`src/hdl/pvh_fifo.sv`:
```
`default_nettype none
// ----------------------------------------------------------------------------
// pvh_fifo
// Small register based queue with valid/ready on both sides.
// ----------------------------------------------------------------------------
module pvh_fifo #(
  parameter int WIDTH = 8,
  parameter int DEPTH = 4
) (
  input  wire logic             clk,
  input  wire logic             rst,
  input  wire logic             in_valid,
  output logic                  in_ready,
  input  wire logic [WIDTH-1:0] in_data,
  output logic                  out_valid,
  input  wire logic             out_ready,
  output logic      [WIDTH-1:0] out_data
);

  localparam int PTR_W = (DEPTH > 1) ? $clog2(DEPTH) : 1;
  localparam int CNT_W = $clog2(DEPTH + 1);

  logic [WIDTH-1:0] mem [DEPTH];
  logic [PTR_W-1:0] wr_ptr;
  logic [PTR_W-1:0] rd_ptr;
  logic [CNT_W-1:0] count;
  logic             push;
  logic             pop;

  assign in_ready  = (count != CNT_W'(DEPTH));
  assign out_valid = (count != '0);
  assign out_data  = mem[rd_ptr];
  assign push      = in_valid && in_ready;
  assign pop       = out_valid && out_ready;

  // storage
  always_ff @(posedge clk) begin
    if (push) begin
      mem[wr_ptr] <= in_data;
    end
  end

  // pointers and fill level
  always_ff @(posedge clk) begin
    if (rst) begin
      wr_ptr <= '0;
      rd_ptr <= '0;
      count  <= '0;
    end else begin
      if (push) begin
        wr_ptr <= (wr_ptr == PTR_W'(DEPTH - 1)) ? '0 : wr_ptr + 1'b1;
      end
      if (pop) begin
        rd_ptr <= (rd_ptr == PTR_W'(DEPTH - 1)) ? '0 : rd_ptr + 1'b1;
      end
      if (push && !pop) begin
        count <= count + 1'b1;
      end else if (pop && !push) begin
        count <= count - 1'b1;
      end
    end
  end

endmodule
`default_nettype wire

```
`config.mk`:
```
export PLATFORM = sky130hd
export DESIGN_NAME = pvh_fifo
export DESIGN_NICKNAME = d
export VERILOG_FILES = /design/src/hdl/pvh_fifo.sv
export SDC_FILE = /design/constraint.sdc
export NUM_CORES = 1
export LEC_CHECK = 0
export ABC_AREA = 0
export BUFFER_PORTS_ARGS = -buffer_cell sky130_fd_sc_hd__buf_4
export CAP_MARGIN = 0
export CORE_MARGIN = 2
export CORE_UTILIZATION = 55
export CTS_CLUSTER_DIAMETER = 60
export DETAILED_ROUTE_END_ITERATION = 10
export GPL_ROUTABILITY_DRIVEN = 0
export PLACE_DENSITY = 0.87
export SLEW_MARGIN = 30
export SYNTH_ARGS = -nofsm -noshare
export SYNTH_HDL_FRONTEND = slang
export SYNTH_SLANG_ARGS = --single-unit
```
`constraint.sdc`:
```
create_clock -name clk -period 2.82 [get_ports clk]
set_input_delay 0.282 -clock clk [delete_from_list [all_inputs] [get_ports clk]]
set_output_delay 0.282 -clock clk [all_outputs]
set_load 0.005 [all_outputs]
```
==> metrics <==
Max Root-Sink Buffers=2; mapped cell area=1630 um2; post-CTS sizing=0; sequential share of the synthesized area=69.8%; total track usage=16.9%; Syn Inst Count=90; Hold Buf Count CTS=0; R2R Path End=count[2]; Final Max Slew Viols=0; Reg power frac=52.9%; post-route setup slack=between 0.3 and 0.4 ns; Tightest Pin Transition=roughly 0.6 ns; slowest CP cell=o31ai_1; DRC Markers=0; clock power share=18.9%; R2R cell count=7; Pint=1.11 mW; CP cell instances=o31ai_1 -> ha_1 -> inv_1 -> fa_1 -> xor2_1 -> or3_2 -> a21oi_1; post-detailed-placement half-perimeter wirelength=1.68 mm; WP data required=3.10 ns; DIE HEIGHT=58.5 um; clk sinks=41; via count=818; top cell family by delay on the critical path=compound AO/OA/AOI/OAI gates; end-of-flow core utilization=67.3%; critical path arrival=2.74 ns; Root Driver=clkbuf_4; TritonCTS clock tree=yes; total power=1.55 mW; Hold Path Class=in2reg; cell count of the worst hold path=1; Die ar.=3420 um2; antenna violations before repair=0; GRT overflow=0; peak supply drop=0.713 mV; fin crit period=2.46 ns; R2R setup slack=0.36 ns; FMAX=407 MHz; global-route wire length before repair=between 3 and 4 mm; final hold vios=0; P per Cell Area=825 nW/um2; critical path buffer and inverter count=1; WL/cell=~16 um; share of cells above drive strength 1=38.3%; Filler Cell Count=between 150 and 200; critical path class=reg2reg; #FFs+latches synth=41; via/cell ratio=5.60; reg2reg start=count[0]; nets=133; Setup WS pre-CTS=between 0.4 and 0.5 ns; EDFF count, synth=32; met3 Use GR=7.47%; setup bufs post-CTS=0; Boundary Pins=22; Cell variety after synth=26; commonest non-fill, non-tap cells in the layout=edfxtp_1 (32), buf_4 (21), dfxtp_1 (9), mux4_2 (8), ha_1 (6); GRT busiest layer=met2; DR iter-0 viols=20; largest net degree at the start of global routing=13; max incr delay on CP=0.55 ns; First-pass DRT Iterations=4; P_leak=0.698 nW; Post-DRT Antenna Nets=0; Placement Rows=19; NetSw=431 uW; Worst-path clk slew=0.11 ns; setup TNS=0 ns; core area=2780 um2; ANT cells=0; status=complete, no violations; unrepaired setup endpoints after global routing=false; initial core utilization=58.7%; FF+latch area=1140 um2; Setup Viol. Count Final=0; vias in the first global route=861; Final Skew=0.00852 ns; Comb pwr share=28.3%; Multi-input gate area=464 um2; met1 usage=around a fifth; synth-to-layout area growth=14.6%; Worst slew margin=59.8%; H-tree depth=2; worst skew pair latency=around 0.35 ns; Syn Nets=109; part of the cycle the worst path needs=between 80 and 90%; commonest non-fill, non-tap cell in the layout=edfxtp_1; crit-path max FO=5; switching share of power=27.9%; GR Layer Usage met2=26.6%; Yosys warnings=0; ys async rst share=0%; hold path endpoint=mem[0][1]; Main synth FF type=edfxtp_1; die width=58.5 um; Max-Cap Viols=0; Worst setup SP type=flip-flop; Worst setup EP type=flip-flop; Hold Path Origin=in_data[1]; mean post-synth cell area=18.2 um2; Design Area, Final=1870 um2; IO Port Bufs=21; final wirelength=2.35 mm; area post-placement=about 1800 um2; Inserted Clock Buffers=5
-- power by group through the flow --
stage | Combinational [mW] | Clock, mW | Sequential (mW)
finish | 0.437 | 0.291 | 0.817
CTS | 0.444 | 0.304 | 0.820
floorplan | 0.307 | 0 | 0.791
detailed placement | 0.442 | 0 | 0.834
global placement | 0.419 | 0 | 0.825
global route | 0.480 | 0.319 | 0.833
-- kinds of logic (layout without fill, tap and decap cells) --
group / after synthesis / count (layout) / synth area share [%]
AOI/OAI and AO/OA: 5 / 5 / 2.14
muxes: 11 / 11 / 12.9
buffers and inverters: 7 / 32 / 1.76
DFF: 41 / 41 / 69.8
xor gates and xnor gates: 2 / 2 / 1.07
adders and majority gates: 7 / 7 / 5.82
and+or+nand+nor: 17 / 17 / 6.51
-- per-stage QoR --
stage          hold slack (ns)  cells
2_1_floorplan            0.381     90
3_3_place_gp             0.480    138
3_5_place_dp             0.487    138
4_1_cts                  0.105    146
5_1_grt                  0.112    146
6_report                 0.127    146
-- sequential cells by signal, summed over array words and instances, names as in the netlist, named ones only --
register	flops
count	3
rd_ptr	2
wr_ptr	2
mem	32
-- synthesized netlist by cell type, types with 2 or more instances --
cell type  count  share of area (%)
edfxtp_1      32                 59
dfxtp_1        9                 11
mux4_2         8                 11
ha_1           6                4.6
and3_2         4                1.8
inv_1          3               0.69
mux2i_1        3                1.8
nor2_1         3               0.69
a21oi_1        2               0.61
nand2b_1       2               0.77
or3_2          2               0.92
xor2_1         2                1.1
-- metal layers --
layer	wire length (um)	share of wire, %
met2	1200	51
met4	70	3.0
met5	0	0
met3	148	6.3
met1	940	40
-- worst max-delay path by stage --
stage / from / to / cells past startpoint
2_1_floorplan: count[0] / count[2] / 7
3_3_place_gp: count[0] / count[2] / 7
3_5_place_dp: count[0] / count[2] / 7
4_1_cts: count[0] / count[2] / 7
5_1_grt: count[0] / count[2] / 7
6_report: count[0] / count[2] / 7
-- cell type report --
type,instances,share of cell area [%]
Inverter,3,0.601
Clock inverter,2,0.468
Clock buffer,6,2.74
Tap cell,31,2.07
Sequential cell,41,60.9
Multi-Input combinational cell,42,24.8
Timing Repair Buffer,21,8.42
No activity file was read; power rests on OpenSTA's default activity.
